$ cat config.mk
export PLATFORM = sky130hd
export DESIGN_NAME = bit_timed_uart_8n1_with_rx_fifo
export DESIGN_NICKNAME = d
export VERILOG_FILES = /design/src/hw/rtl/btu_pkg.sv /design/src/hw/rtl/bit_timed_uart_8n1_with_rx_fifo.sv
export SDC_FILE = /design/constraint.sdc
export NUM_CORES = 1
export LEC_CHECK = 0
export BUFFER_PORTS_ARGS = -buffer_cell sky130_fd_sc_hd__buf_2
export CAP_MARGIN = 20
export CORE_MARGIN = 2
export CORE_UTILIZATION = 35
export CTS_CLUSTER_SIZE = 30
export DETAILED_ROUTE_END_ITERATION = 10
export REMOVE_ABC_BUFFERS = 1
export SLEW_MARGIN = 0
export SYNTH_ARGS = -nofsm -noshare
export SYNTH_HDL_FRONTEND = slang
export SYNTH_SLANG_ARGS = --single-unit
$ cat constraint.sdc
create_clock -name clock -period 8.2 [get_ports clock]
set_input_delay 2.05 -clock clock [delete_from_list [all_inputs] [get_ports clock]]
set_output_delay 2.05 -clock clock [all_outputs]
set_load 0.005 [all_outputs]
$ cat src/hw/rtl/btu_pkg.sv
// Shared constants and types for the bit-timed 8N1 serial block with receive FIFO.
`default_nettype none

package btu_pkg;

   // Stream and register port widths.
   localparam int REQ_DATA_W   = 16;
   localparam int REQ_USER_W   = 2;
   localparam int RSP_DATA_W   = 24;
   localparam int CSR_INDEX_W  = 2;
   localparam int CSR_DATA_W   = 16;
   localparam int BIT_PERIOD_W = 16;
   localparam int COUNT_W      = 6;

   // Commands carried with each tick.
   localparam logic [REQ_USER_W-1:0] CMD_TICK      = 2'd0;
   localparam logic [REQ_USER_W-1:0] CMD_SEND      = 2'd1;
   localparam logic [REQ_USER_W-1:0] CMD_POP       = 2'd2;
   localparam logic [REQ_USER_W-1:0] CMD_CLEAR_OVF = 2'd3;

   // Register indexes.
   localparam logic [CSR_INDEX_W-1:0] CSR_BIT_PERIOD    = 2'd0;
   localparam logic [CSR_INDEX_W-1:0] CSR_INVERSE_LOGIC = 2'd1;
   localparam logic [CSR_INDEX_W-1:0] CSR_LISTEN_ENABLE = 2'd2;

   // Result beat, lowest field last so that it maps straight onto tdata.
   typedef struct packed {
      logic [4:0]         pad;
      logic               rx_busy;
      logic               overflow_flag;
      logic [COUNT_W-1:0] fifo_count;
      logic [7:0]         front_byte;
      logic               send_accepted;
      logic               tx_busy;
      logic               tx_level;
   } rsp_type;

endpackage

`default_nettype wire

$ cat src/hw/rtl/bit_timed_uart_8n1_with_rx_fifo.sv
// Top level: 8N1 serial transmitter and receiver timed in ticks, with a receive FIFO.
//
//   Channel  Direction  Handshake            Contents
//   req      in         req_tvalid/tready    one tick: command, byte to send, rx line level
//   rsp      out        rsp_tvalid/tready    line and FIFO status for that tick
//   csr      in         csr_valid/ready      register index and write data
//
// Each accepted req beat is one tick of the bit timer; a beat can be taken every cycle
// while the skid register is empty. Its rsp beat comes from a result register backed by
// a skid register, so req_tready depends only on whether the skid register is occupied.
// The FIFO is read synchronously into the result or skid register at the accepting edge.
// Reset is synchronous: control state clears, FIFO contents stay undefined until written.
// A stalled rsp side holds two results before req_tready drops; csr_ready is always high.
`default_nettype none

module bit_timed_uart_8n1_with_rx_fifo #(
   parameter int FIFO_DEPTH = 64
) (
   input  wire logic                                clock,
   input  wire logic                                reset,
   // req_tdata: [7:0] send_byte, [8] rx_level, [15:9] zero
   input  wire logic                                req_tvalid,
   output      logic                                req_tready,
   input  wire logic [btu_pkg::REQ_DATA_W-1:0]      req_tdata,
   // req_tuser: [1:0] cmd
   input  wire logic [btu_pkg::REQ_USER_W-1:0]      req_tuser,
   // rsp_tdata: [0] tx_level, [1] tx_busy, [2] send_accepted, [10:3] front_byte,
   // [16:11] fifo_count, [17] overflow_flag, [18] rx_busy, [23:19] zero
   output      logic                                rsp_tvalid,
   input  wire logic                                rsp_tready,
   output      logic [btu_pkg::RSP_DATA_W-1:0]      rsp_tdata,
   input  wire logic                                csr_valid,
   output      logic                                csr_ready,
   input  wire logic [btu_pkg::CSR_INDEX_W-1:0]     csr_index,
   input  wire logic [btu_pkg::CSR_DATA_W-1:0]      csr_wdata
);

   import btu_pkg::*;

   localparam int IDX_W  = (FIFO_DEPTH > 1) ? $clog2(FIFO_DEPTH) : 1;
   localparam int FILL_W = (IDX_W > COUNT_W) ? IDX_W : COUNT_W;
   localparam logic [IDX_W-1:0] LAST_IDX = IDX_W'(FIFO_DEPTH - 1);
   localparam logic [IDX_W:0]   DEPTH_EXT = (IDX_W + 1)'(FIFO_DEPTH);

   // Receiver states.
   localparam logic [1:0] RX_IDLE   = 2'd0;
   localparam logic [1:0] RX_CENTER = 2'd1;
   localparam logic [1:0] RX_DATA   = 2'd2;
   localparam logic [1:0] RX_STOP   = 2'd3;

   // Transmit bit positions: idle, start, eight data bits, stop.
   localparam logic [3:0] TX_IDLE_IDX  = 4'd0;
   localparam logic [3:0] TX_START_IDX = 4'd1;
   localparam logic [3:0] TX_STOP_IDX  = 4'd10;

   // Registers and their next values.
   logic [BIT_PERIOD_W-1:0] bit_period_ff;
   logic                    inverse_ff;
   logic                    listen_ff;

   logic [7:0]              fifo_mem [FIFO_DEPTH];
   logic [IDX_W-1:0]        wr_idx_ff, wr_idx_in;
   logic [IDX_W-1:0]        rd_idx_ff, rd_idx_in;
   logic                    ovf_ff, ovf_in;

   logic [1:0]              rx_phase_ff, rx_phase_in;
   logic [BIT_PERIOD_W-1:0] rx_cnt_ff, rx_cnt_in;
   logic [7:0]              rx_shift_ff, rx_shift_in;
   logic [3:0]              rx_bit_ff, rx_bit_in;

   logic [BIT_PERIOD_W-1:0] tx_cnt_ff, tx_cnt_in;
   logic [7:0]              tx_shift_ff, tx_shift_in;
   logic [3:0]              tx_bit_ff, tx_bit_in;

   rsp_type                 main_ff, skid_ff, res_in;
   logic                    main_valid_ff, skid_valid_ff;

   // Combinational working signals.
   logic                    req_accept;
   logic                    main_pop;
   logic                    csr_write;
   logic                    listen_wr;
   logic [1:0]              cmd;
   logic [7:0]              send_byte;
   logic                    rx_level;
   logic                    bp_zero;
   logic [BIT_PERIOD_W-1:0] bp_half;
   logic [BIT_PERIOD_W-1:0] bp_half_min1;
   logic [BIT_PERIOD_W+1:0] bp_times3;
   logic [BIT_PERIOD_W-1:0] bp_3q;
   logic [BIT_PERIOD_W-1:0] bp_3q_min1;
   logic [IDX_W:0]          fill;
   logic [FILL_W-1:0]       fill_wide;
   logic                    fifo_empty;
   logic [IDX_W-1:0]        wr_idx_next;
   logic                    rx_push;
   logic                    mem_we;
   logic                    tx_busy_pre;
   logic                    send_ok;
   logic [3:0]              tx_bit_cur;
   logic [BIT_PERIOD_W-1:0] tx_cnt_cur;
   logic [7:0]              tx_shift_cur;
   logic                    tx_level;

   function automatic rsp_type with_front(rsp_type r, logic [7:0] front);
      r.front_byte = front;
      return r;
   endfunction

   assign cmd        = req_tuser;
   assign send_byte  = req_tdata[7:0];
   assign rx_level   = req_tdata[8];

   assign req_tready = !skid_valid_ff;
   assign req_accept = req_tvalid && req_tready;
   assign main_pop   = main_valid_ff && rsp_tready;
   assign rsp_tvalid = main_valid_ff;
   assign rsp_tdata  = main_ff;
   assign csr_ready  = 1'b1;
   assign csr_write  = csr_valid;
   assign listen_wr  = csr_write && (csr_index == CSR_LISTEN_ENABLE);

   // Wait lengths derived from the bit period, never shorter than one tick.
   assign bp_zero      = (bit_period_ff == '0);
   assign bp_half      = bit_period_ff >> 1;
   assign bp_half_min1 = (bp_half == '0) ? BIT_PERIOD_W'(1) : bp_half;
   assign bp_times3    = {2'b00, bit_period_ff} + {1'b0, bit_period_ff, 1'b0};
   assign bp_3q        = bp_times3[BIT_PERIOD_W+1:2];
   assign bp_3q_min1   = (bp_3q == '0) ? BIT_PERIOD_W'(1) : bp_3q;

   // FIFO fill level; one slot always stays empty.
   always_comb begin
      if (wr_idx_ff >= rd_idx_ff) begin
         fill = {1'b0, wr_idx_ff} - {1'b0, rd_idx_ff};
      end else begin
         fill = DEPTH_EXT - {1'b0, rd_idx_ff} + {1'b0, wr_idx_ff};
      end
      fill_wide = FILL_W'(fill);
   end
   assign fifo_empty  = (wr_idx_ff == rd_idx_ff);
   assign wr_idx_next = (wr_idx_ff == LAST_IDX) ? '0 : wr_idx_ff + 1'b1;

   // Transmitter: the send is taken first, then the line level is shown, then time advances.
   always_comb begin
      tx_busy_pre  = (tx_bit_ff != TX_IDLE_IDX) && !bp_zero;
      send_ok      = (cmd == CMD_SEND) && !tx_busy_pre && !bp_zero;
      tx_bit_cur   = bp_zero ? TX_IDLE_IDX : tx_bit_ff;
      tx_cnt_cur   = tx_cnt_ff;
      tx_shift_cur = tx_shift_ff;
      if (send_ok) begin
         tx_bit_cur   = TX_START_IDX;
         tx_cnt_cur   = bit_period_ff;
         tx_shift_cur = send_byte;
      end

      if (tx_bit_cur == TX_IDLE_IDX || tx_bit_cur >= TX_STOP_IDX) begin
         tx_level = !inverse_ff;
      end else if (tx_bit_cur == TX_START_IDX) begin
         tx_level = inverse_ff;
      end else begin
         tx_level = tx_shift_cur[0] ^ inverse_ff;
      end

      tx_bit_in   = tx_bit_cur;
      tx_cnt_in   = tx_cnt_cur;
      tx_shift_in = tx_shift_cur;
      if (tx_bit_cur != TX_IDLE_IDX) begin
         if (tx_cnt_cur > BIT_PERIOD_W'(1)) begin
            tx_cnt_in = tx_cnt_cur - 1'b1;
         end else begin
            if (tx_bit_cur > TX_START_IDX && tx_bit_cur < TX_STOP_IDX) begin
               tx_shift_in = tx_shift_cur >> 1;
            end
            tx_bit_in = (tx_bit_cur >= TX_STOP_IDX) ? TX_IDLE_IDX : tx_bit_cur + 1'b1;
            tx_cnt_in = bit_period_ff;
         end
      end
   end

   // Receiver and FIFO pointers. Pop and clear act before a finished byte is stored.
   always_comb begin
      rd_idx_in   = rd_idx_ff;
      ovf_in      = ovf_ff;
      if (cmd == CMD_POP && !fifo_empty) begin
         rd_idx_in = (rd_idx_ff == LAST_IDX) ? '0 : rd_idx_ff + 1'b1;
      end else if (cmd == CMD_CLEAR_OVF) begin
         ovf_in = 1'b0;
      end

      rx_phase_in = rx_phase_ff;
      rx_cnt_in   = rx_cnt_ff;
      rx_shift_in = rx_shift_ff;
      rx_bit_in   = rx_bit_ff;
      rx_push     = 1'b0;
      if (!listen_ff || bp_zero) begin
         rx_phase_in = RX_IDLE;
      end else if (rx_phase_ff == RX_IDLE) begin
         if (rx_level == inverse_ff) begin
            rx_phase_in = RX_CENTER;
            rx_cnt_in   = bp_half_min1;
         end
      end else if (rx_cnt_ff > BIT_PERIOD_W'(1)) begin
         rx_cnt_in = rx_cnt_ff - 1'b1;
      end else begin
         unique case (rx_phase_ff)
            RX_CENTER: begin
               // A start level that is gone at mid-bit was a glitch.
               if (rx_level != inverse_ff) begin
                  rx_phase_in = RX_IDLE;
               end else begin
                  rx_phase_in = RX_DATA;
                  rx_bit_in   = 4'd0;
                  rx_shift_in = 8'd0;
                  rx_cnt_in   = bit_period_ff;
               end
            end
            RX_DATA: begin
               rx_shift_in = {rx_level ^ inverse_ff, rx_shift_ff[7:1]};
               rx_bit_in   = rx_bit_ff + 1'b1;
               if (rx_bit_ff >= 4'd7) begin
                  rx_phase_in = RX_STOP;
                  rx_cnt_in   = bp_3q_min1;
               end else begin
                  rx_cnt_in = bit_period_ff;
               end
            end
            RX_STOP: begin
               rx_push     = 1'b1;
               rx_phase_in = RX_IDLE;
            end
            default: begin
               rx_phase_in = RX_IDLE;
            end
         endcase
      end

      wr_idx_in = wr_idx_ff;
      mem_we    = 1'b0;
      if (rx_push) begin
         if (wr_idx_next == rd_idx_in) begin
            ovf_in = 1'b1;
         end else begin
            mem_we    = 1'b1;
            wr_idx_in = wr_idx_next;
         end
      end
   end

   // Result for this tick; the front byte is filled in by the synchronous memory read.
   always_comb begin
      res_in               = '0;
      res_in.tx_level      = tx_level;
      res_in.tx_busy       = (tx_bit_cur != TX_IDLE_IDX);
      res_in.send_accepted = send_ok;
      res_in.fifo_count    = fill_wide[COUNT_W-1:0];
      res_in.overflow_flag = ovf_ff;
      res_in.rx_busy       = (rx_phase_ff != RX_IDLE);
   end

   always_ff @(posedge clock) begin
      if (req_accept && mem_we) begin
         fifo_mem[wr_idx_ff] <= rx_shift_ff;
      end
   end

   // Result register with a skid register behind it.
   always_ff @(posedge clock) begin
      if (reset) begin
         main_valid_ff <= 1'b0;
         skid_valid_ff <= 1'b0;
      end else if (skid_valid_ff) begin
         if (main_pop) begin
            main_ff       <= skid_ff;
            skid_valid_ff <= 1'b0;
         end
      end else if (req_accept) begin
         if (!main_valid_ff || main_pop) begin
            main_ff       <= with_front(res_in, fifo_empty ? 8'd0 : fifo_mem[rd_idx_ff]);
            main_valid_ff <= 1'b1;
         end else begin
            skid_ff       <= with_front(res_in, fifo_empty ? 8'd0 : fifo_mem[rd_idx_ff]);
            skid_valid_ff <= 1'b1;
         end
      end else if (main_pop) begin
         main_valid_ff <= 1'b0;
      end
   end

   // Tick state advances on each accepted beat; register writes take priority.
   always_ff @(posedge clock) begin
      if (reset) begin
         bit_period_ff <= '0;
         inverse_ff    <= 1'b0;
         listen_ff     <= 1'b0;
         wr_idx_ff     <= '0;
         rd_idx_ff     <= '0;
         ovf_ff        <= 1'b0;
         rx_phase_ff   <= RX_IDLE;
         rx_cnt_ff     <= '0;
         rx_shift_ff   <= '0;
         rx_bit_ff     <= '0;
         tx_cnt_ff     <= '0;
         tx_shift_ff   <= '0;
         tx_bit_ff     <= TX_IDLE_IDX;
      end else begin
         if (listen_wr && csr_wdata[0]) begin
            // Enabling the receiver empties the FIFO.
            wr_idx_ff <= '0;
            rd_idx_ff <= '0;
            ovf_ff    <= 1'b0;
         end else if (req_accept) begin
            wr_idx_ff <= wr_idx_in;
            rd_idx_ff <= rd_idx_in;
            ovf_ff    <= ovf_in;
         end
         if (listen_wr && !csr_wdata[0]) begin
            // Disabling the receiver drops a frame in progress.
            rx_phase_ff <= RX_IDLE;
         end else if (req_accept) begin
            rx_phase_ff <= rx_phase_in;
         end
         if (req_accept) begin
            rx_cnt_ff   <= rx_cnt_in;
            rx_shift_ff <= rx_shift_in;
            rx_bit_ff   <= rx_bit_in;
            tx_cnt_ff   <= tx_cnt_in;
            tx_shift_ff <= tx_shift_in;
            tx_bit_ff   <= tx_bit_in;
         end
         if (csr_write) begin
            unique case (csr_index)
               CSR_BIT_PERIOD: begin
                  bit_period_ff <= csr_wdata[BIT_PERIOD_W-1:0];
               end
               CSR_INVERSE_LOGIC: begin
                  inverse_ff <= csr_wdata[0];
               end
               CSR_LISTEN_ENABLE: begin
                  listen_ff <= csr_wdata[0];
               end
               default: begin
               end
            endcase
         end
      end
   end

endmodule

`default_nettype wire

# Word-level counts from Yosys, hierarchy flattened
# Memory sizes are Yosys's and may differ from the RTL's. A register that Yosys moved wholly into a read port is not among the register bits.
# Cells that the tools add are included.
[classes] reduce_logical=48 bitwise=9 magnitude_cmp=7 muxes=63 addsub=10 eq_ne=23
[ops] operator="$mux W16" n=9
[ops] operator="$mux W24" n=4
[ops] operator="$logic_not A16 Y1" n=3
[ops] operator="$mux W8" n=6
[ops] operator="$mux W6" n=6
[ops] operator="$gt A16 B1 Y1 const B" n=2
[ops] operator="$pmux W16 S2" n=1
[ops] operator="$sub A16 B1 Y16 const B" n=2
[ops] operator="$mux W4" n=6
[ops] operator="$mux W1" n=21
[ops] operator="$add A16 B17 Y18" n=1
[ops] operator="$pmux W8 S2" n=1
[ops] operator="$mux W15" n=1
[ops] operator="$add A6 B1 Y6 const B" n=2
[ops] operator="$eq A6 B6 Y1" n=2
[ops] operator="$eq A6 B6 Y1 const B" n=2
[ops] operator="$mux W2" n=6
[ops] operator="$reduce_and A4 Y1" n=3
[ops] operator="$reduce_bool A4 Y1" n=3
[ops] operator="$logic_and A1 B1 Y1" n=11
[ops] operator="$eq A2 B2 Y1 const B" n=5
[ops] operator="$reduce_bool A2 Y1" n=5
[ops] operator="$add A4 B1 Y4 const B" n=2
[ops] operator="$logic_not A1 Y1" n=8
[ops] operator="other kinds (29)" n=48
[word_totals] out_inout_bits=27 memories=1 elab_cells=191 regBits=134 ramBits=512 inputBits=41
[mem_list] name="fifo_mem" depth=64 word_bits=8 rd=1 rd_ports_with_merged_regs=1 write_ports=1 line_no="bit_timed_uart_8n1_with_rx_fifo.sv:61" source="logic [7:0] fifo_mem [FIFO_DEPTH];"

# Longest topological paths before layout
# Gate-level depths: netlist (run 1).
[logic_depth] ltp_word=13 depth_mapped=20 ltp_nobuf=15

# Worst setup path after synthesis (run 1)
# Ideal clock, no wire load.
[synth_timing] kind="input port to flip-flop" startpoint="in req_tuser[1] (netlist name)" endpoint="reg tx_cnt_ff[9]" arrival_time_ns=5.014 setup_slack_ns=3.061 t_required_ns=8.075 n_path_buf=4 setup_time_ns=0.125 cell_stages=16 path_cell_list="nor2_1 > and4b_1 > buf_2 > nand2_1 > buf_2 > buf_2 > mux2i_1 > ha_1 > nor2_1 > nor4_1 > a21oi_4 > or3_1 > buf_6 > nand2_2 > a21oi_1 > o41a_1"
[synth_via] elab_chain_cells=7 elab_cells_between_ends=10 cone_classes="add/sub: 1; order compare: 1; eq/ne: 1; mux: 4; reduce/logical: 3"
[synth_lines] item="from (decl)" line_no="bit_timed_uart_8n1_with_rx_fifo.sv:26" source="input wire logic [btu_pkg::REQ_USER_W-1:0] req_tuser,"
[synth_lines] item="$eq A2 B1 Y1 *" line_no="bit_timed_uart_8n1_with_rx_fifo.sv:146" source="send_ok = (cmd == CMD_SEND) && !tx_busy_pre && !bp_zero;"
[synth_lines] item="$logic_and A1 B1 Y1 * (2 in a row)" line_no="bit_timed_uart_8n1_with_rx_fifo.sv:146"
[synth_lines] item="$mux W16" line_no="bit_timed_uart_8n1_with_rx_fifo.sv:150" source="if (send_ok) begin"
[synth_lines] item="$sub A16 B1 Y16 / $gt A16 B1 Y1 (equally long branches)" line_no="bit_timed_uart_8n1_with_rx_fifo.sv:169, bit_timed_uart_8n1_with_rx_fifo.sv:168"
[synth_lines] item="$mux W16" line_no="bit_timed_uart_8n1_with_rx_fifo.sv:168" source="if (tx_cnt_cur > BIT_PERIOD_W'(1)) begin"
[synth_lines] item="$mux W16 *" line_no="bit_timed_uart_8n1_with_rx_fifo.sv:167" source="if (tx_bit_cur != TX_IDLE_IDX) begin"
[synth_lines] item="to (signal assigned)" line_no="bit_timed_uart_8n1_with_rx_fifo.sv:326" source="tx_cnt_ff <= tx_cnt_in;"
[synth_lines] item="to (decl)" line_no="bit_timed_uart_8n1_with_rx_fifo.sv:71" source="logic [BIT_PERIOD_W-1:0] tx_cnt_ff, tx_cnt_in;"
# Every way passes the cells marked *; elsewhere a longest branch is shown, timed or not.
# A chain may end at the register's enable or synchronous reset.

# Final worst setup path (run 1)
[layout_timing] startpoint="in req_tuser[1] (netlist name)" endpoint="reg tx_cnt_ff[4]"
# Same word-level chain as after synthesis.

==> run summary, run 1 <==
run status: completed
ANT nets after route: 0
CTS-repair resized insts: 0
Critical Path End Type: flop
Flop pwr share: 51.1%
Yosys warning total: 0
Crit path required time: 8660 ps
crit-path max cell delay: 810 ps
Final min period: 5300 ps
async set-reset flop share out of synthesis: 0%
RePlAce Congestion: 0.879
post-DP HPWL: 44.9 mm
Sum Neg Setup Slack: 0 ps
synthesis-to-layout area growth: 14.0%
Max Root-Sink Buffers: 3
kind of critical path: in -> reg
post-synth cell types: 85
Clk Latency, worst-skew pair: 600 ps
ant diodes: 0
worst clock skew: 26.9 ps
TritonCTS Buffers: 69
total setup buffers inserted after CTS: 0
CTS tree: done
Max Freq: 0.189 GHz
Psw: 1550 µW
routed len/inst: 22.5 µm
num rows: 105
Clock Pin Slew Worst Setup and Hold Paths: 60 ps
synthesis-stage register bit count: 647
IO Pins: 68
Avg Cell Area, Syn: 14.7 µm²
Initial Util: 35.3%
dpl cells: 3047
CTS Sinks: 647
die area: 0.0848 mm²
Startpoint Class: primary input
hold crit path type: reg -> reg
share of layout cells above drive strength 1: 21.6%
root buffer cell: clkbuf_16
Die Width: 291 µm
top-area cell type share of the netlist area: 57.2%
Slew Limit Fails: 0
placed cell area: 0.0307 mm²
cells along the critical path: buf_2 -> nor2_1 -> and4b_1 -> nand2_1 -> mux2i_1 -> ha_1 -> nor2_1 -> nor4_1 -> a21oi_4 -> nor4_4 -> o21ai_0 -> a21oi_1 -> nor3_1
Worst-Margin Slew: 1090 ps
DR vias: 17.8k
RSZ-0062 raised after global routing: no
Post-Synthesis Cells: 1960
core area: 0.0818 mm²
Worst slew margin: 26.4%
PortBufs: 54
# Max-Cap Violations: 0
CTS Hold Bufs: 0
final WL: 71.6 mm
initial antenna violation count: 0
Final Hold Vio Count: 0
largest net degree at the start of global routing: 87
switching power share of the total: 22.1%
final hold slack: 449 ps
Final #Nets: 2148
gr ovfl total: 0
Remaining DRCs: 0
vias in the first global route: 17.6k
Total Routing Usage GR: 16.7%
first-pass GRT wire length: 109 mm
Vias/cell: 5.61
die height: 291 µm
Main synth FF type: edfxtp_1
clock share of power: 43.1%
1st-iter DRT viols: 1750
highest-count cells in the layout ignoring fill and taps: 550 x edfxtp_1, 186 x nand2_1, 160 x mux4_2
Post-Layout Cell Count: 3174
commonest non-fill, non-tap cell in the layout: edfxtp_1
number of enable flip-flop cells after synthesis: 550
cell taking the most area after synthesis: edfxtp_1
Leakage: 0.0115 µW
final worst path period share: 64.6%
Mapped Area: 0.0289 mm²
critical path's most frequent cell: nor2_1
Gate power share: 5.8%
Max VDD drop: 0.121 mV
CTS H-tree lvls: 3
internal power: 5460 µW
critical path arrival: 5760 ps
# setup viols final: 0
Final Cell Area: 0.0329 mm²
Worst Path Max Fanout: 16
First-pass DRT Iterations: 6
Fillers: 7391
post-layout total power: 7010 µW
Area contributors post-synth: edfxtp_1 57%, mux4_2 12%, dfxtp_1 6.7%
Slowest cell on crit path: nor4_4
post-synthesis sequential area ratio: 64.0%
pwr dens: 213 mW/mm²
==> layout make-up <==
type                            instances  area, µm²  share of cell area (%)
Sequential cell                       647      18500                    56.1
Clock inverter                         30        258                   0.783
Inverter                               49        184                   0.559
Clock buffer                           90       1910                    5.81
Multi-Input combinational cell       1137       9730                    29.6
Tap cell                             1070       1340                    4.07
Timing Repair Buffer                  151       1010                    3.06
==> stage by stage <==
step / worst slack, ps / utilization (%)
floorplan: 1180 / -
global placement: 2390 / 37.4
detailed placement: 2380 / 37.5
CTS: 3010 / 40.1
global route: 2720 / 40.2
finish: 2900 / 40.2
==> final timing paths <==
kind	startpoint	endpoint	slack [ps]	depth (start not counted)
hold reg to reg	rx_shift_ff[0]$_SDFFE_PP0P_	rx_shift_ff[0]$_SDFFE_PP0P_	450	2
setup / recovery	req_tuser[1]	tx_cnt_ff[4]$_SDFFE_PP0P_	2900	13
hold / removal	rx_shift_ff[0]$_SDFFE_PP0P_	rx_shift_ff[0]$_SDFFE_PP0P_	450	2
setup reg to reg	bit_period_ff[15]$_SDFFE_PP0P_	tx_cnt_ff[4]$_SDFFE_PP0P_	3240	15
==> kinds of logic (layout without fill, tap and decap cells) <==
logic type	count (synthesis)	after routing	share of synthesized area, %
XOR/XNOR	37	37	1.17
adder cells (fa/ha/maj)	52	52	2.31
AO/OA/AOI/OAI	325	325	7.28
multiplexers	192	192	13.6
flip-flops	647	647	64.0
buffers and inverters	180	320	2.64
AND/OR/NAND/NOR	525	525	9.00
other	2	6	0.0260
==> sequential cells by signal, indices dropped and copies added (netlist names), 8 cells and up, named ones only <==
signal	count
tx_shift_ff	8
rsp_tdata	19
rx_cnt_ff	16
bit_period_ff	16
fifo_mem	512
rx_shift_ff	8
tx_cnt_ff	16
skid_ff	19
==> worst max-delay path, delay by kind of cell <==
family | cells | cell delay (ps)
AOI/OAI and AO/OA | 3 | 550
adders and majority gates | 1 | 330
muxes | 1 | 340
buffers and inverters | 1 | 130
and+or+nand+nor | 7 | 2340
==> synthesized netlist by cell type (all sizes together) (4+ instances only) <==
master,n
clkbuf,70
nor2b,9
a21oi,105
a32o,4
and2,6
a211o,4
o21ai,74
nor3,66
o21a,5
nand3b,6
o31ai,7
xor2,13
nand4,10
ha,50
nand3,45
dfxtp,97
a221oi,7
a31oi,16
mux2i,29
nor2,72
mux4,160
or4,8
inv,46
nor4,56
nand2b,10
nand4b,6
or2,5
and3,13
a211oi,14
a221o,6
buf,61
nand2,187
or3,19
a41oi,4
o211ai,7
xnor2,23
o22ai,14
a311oi,9
a21o,6
edfxtp,550
==> power by group through the flow <==
stage	registers, µW	clock network [µW]	logic (µW)
finish	3580	3020	409
global placement	3650	0	392
floorplan	3640	0	269
detailed placement	3650	0	399
CTS	3580	3070	401
global route	3580	3200	448
==> routing by layer <==
metal / part of all wire [%] / global-route usage, % / up-vias
met3: 5.9 / 2.47 / 129
met4: 2.8 / 6.07 / 0
met1: 43 / 22.9 / 9111
met2: 48 / 26.9 / 634
li1: - / - / 7934
met5: 0 / 0 / -
Note: power is estimated with default switching activity, not from simulation.
==> inputs of run 2 (changes only) <==
- clock period: 8.2 -> 5.5 ns (I/O delays scaled with it)
==> run 2 against run 1 <==
Against the previous run: global-route usage rose by 0.34 points; final area rose by 0.65%; clock skew rose by 15 ps; critical endpoint is now tx_cnt_ff[11]$_SDFFE_PP0P_; count of clock-buffer cells in the layout rose by 1; utilization rose by 0.26 points.
==> run summary, run 2 (synthesis results as in run 1) <==
Critical Path End Type: flop
RSZ-0062 raised after global routing: no
RePlAce Congestion: 0.876
Worst-Margin Slew: 1100 ps
# setup viols final: 0
Die Width: 291 µm
share of layout cells above drive strength 1: 22.0%
First-pass DRT Iterations: 7
worst clock skew: 41.5 ps
initial antenna violation count: 0
FF-to-FF End: tx_cnt_ff[11]$_SDFFE_PP0P_
Biggest register: fifo_mem
Remaining DRCs: 0
TritonCTS Buffers: 68
Post-Layout Cell Count: 3194
r2r setup slk: 850 ps
gr ovfl total: 0
crit path to: tx_cnt_ff[11]$_SDFFE_PP0P_
highest-count cells in the layout ignoring fill and taps: 550 x edfxtp_1, 186 x nand2_1, 160 x mux4_2
Final min period: 4650 ps
Clock Pin Slew Worst Setup and Hold Paths: 60 ps
Max Freq: 0.215 GHz
Max VDD drop: 0.179 mV
commonest non-fill, non-tap cell in the layout: edfxtp_1
kind of critical path: reg -> reg
routed len/inst: 22.8 µm
Worst Setup SP: bit_period_ff[14]$_SDFFE_PP0P_
Worst slew margin: 25.9%
critical path arrival: 5140 ps
ANT nets after route: 0
die height: 291 µm
CTS Hold Bufs: 0
Slew Limit Fails: 0
final WL: 72.8 mm
hold crit path type: reg -> reg
Final Cell Area: 0.0331 mm²
IO Pins: 68
CTS Sinks: 647
Crit path required time: 5990 ps
Startpoint Class: flop
CTS H-tree lvls: 3
Final Hold Vio Count: 0
post-DP HPWL: 46.9 mm
root buffer cell: clkbuf_16
max reg flops: 512
core area: 0.0818 mm²
Final #Nets: 2165
Worst Path Max Fanout: 10
first-pass GRT wire length: 110 mm
Fillers: 7407
Total Routing Usage GR: 17.0%
placed cell area: 0.0309 mm²
dpl cells: 3067
RR Startpoint: bit_period_ff[14]$_SDFFE_PP0P_
Max Root-Sink Buffers: 3
CTS tree: done
Leakage: 0.0120 µW
die area: 0.0848 mm²
run status: completed
vias in the first global route: 17.6k
1st-iter DRT viols: 1753
CTS-repair resized insts: 0
Initial Util: 35.3%
HP Start: rx_shift_ff[5]$_SDFFE_PP0P_
Clk Latency, worst-skew pair: 620 ps
Vias/cell: 5.60
PortBufs: 54
pwr dens: 316 mW/mm²
largest net degree at the start of global routing: 67
# Max-Cap Violations: 0
final worst path period share: 84.5%
synthesis-to-layout area growth: 14.8%
num rows: 105
total setup buffers inserted after CTS: 0
DR vias: 17.9k
r2r worst-path depth: 14
run 2: routing by layer:
metal	wire length [µm]	track usage, %	vias to the layer above
li1	-	-	7975
met1	30400	22.9	9095
met2	35500	27.9	677
met3	4960	2.76	129
met4	1920	6.12	0
met5	0	0	-
run 2: how the worst min path moves through the flow:
stage                                       end  slack (ps)  cells past startpoint
finish              rx_shift_ff[5]$_SDFFE_PP0P_         460                      2
global placement          skid_ff[17]$_DFFE_PP_         440                      0
detailed placement        skid_ff[17]$_DFFE_PP_         450                      0
global route        rx_shift_ff[5]$_SDFFE_PP0P_         470                      2
CTS                 rx_shift_ff[5]$_SDFFE_PP0P_         460                      2
floorplan                 skid_ff[17]$_DFFE_PP_         420                      0
run 2: layout make-up:
type / count / area [µm²] / area share [%]
well taps: 1070 / 1340 / 4.04
multi-input cells: 1137 / 9730 / 29.4
clock buffers: 91 / 1850 / 5.59
clock inverters: 30 / 340 / 1.03
diodes: 1 / 2.50 / 0.00756
flip-flops and latches: 647 / 18500 / 55.8
repair buffers: 169 / 1200 / 3.62
inverters: 49 / 184 / 0.555
run 2: where the power goes:
part	internal [µW]	switching [µW]
clock network	2620	1900
logic	225	403
registers	5290	44.3
run 2: critical path: stages, from the launching register on:
cell and delay, ps:
dfxtp_1 460, inv_1 290, ha_1 190, nand4_1 110, or4_1 640, nand2_1 210
mux2i_1 330, ha_1 330, nor2_1 90, nor4_1 430, a21oi_4 180, or3_1 620
o31ai_1 370, o2bb2a_1 210, o31ai_1 70
run 2: metrics by stage:
stage | setup TNS [ps] | hold slack (ps) | worst slack [ps] | total power (µW) | utilization, %
global placement | 0 | 436 | 798 | 6040 | 37.6
CTS | 0 | 459 | 952 | 10600 | 40.4
global route | 0 | 475 | 547 | 10800 | 40.5
finish | 0 | 461 | 852 | 10500 | 40.5
detailed placement | 0 | 448 | 815 | 6050 | 37.7
floorplan | -23400 | 420 | -1520 | 5830 | -
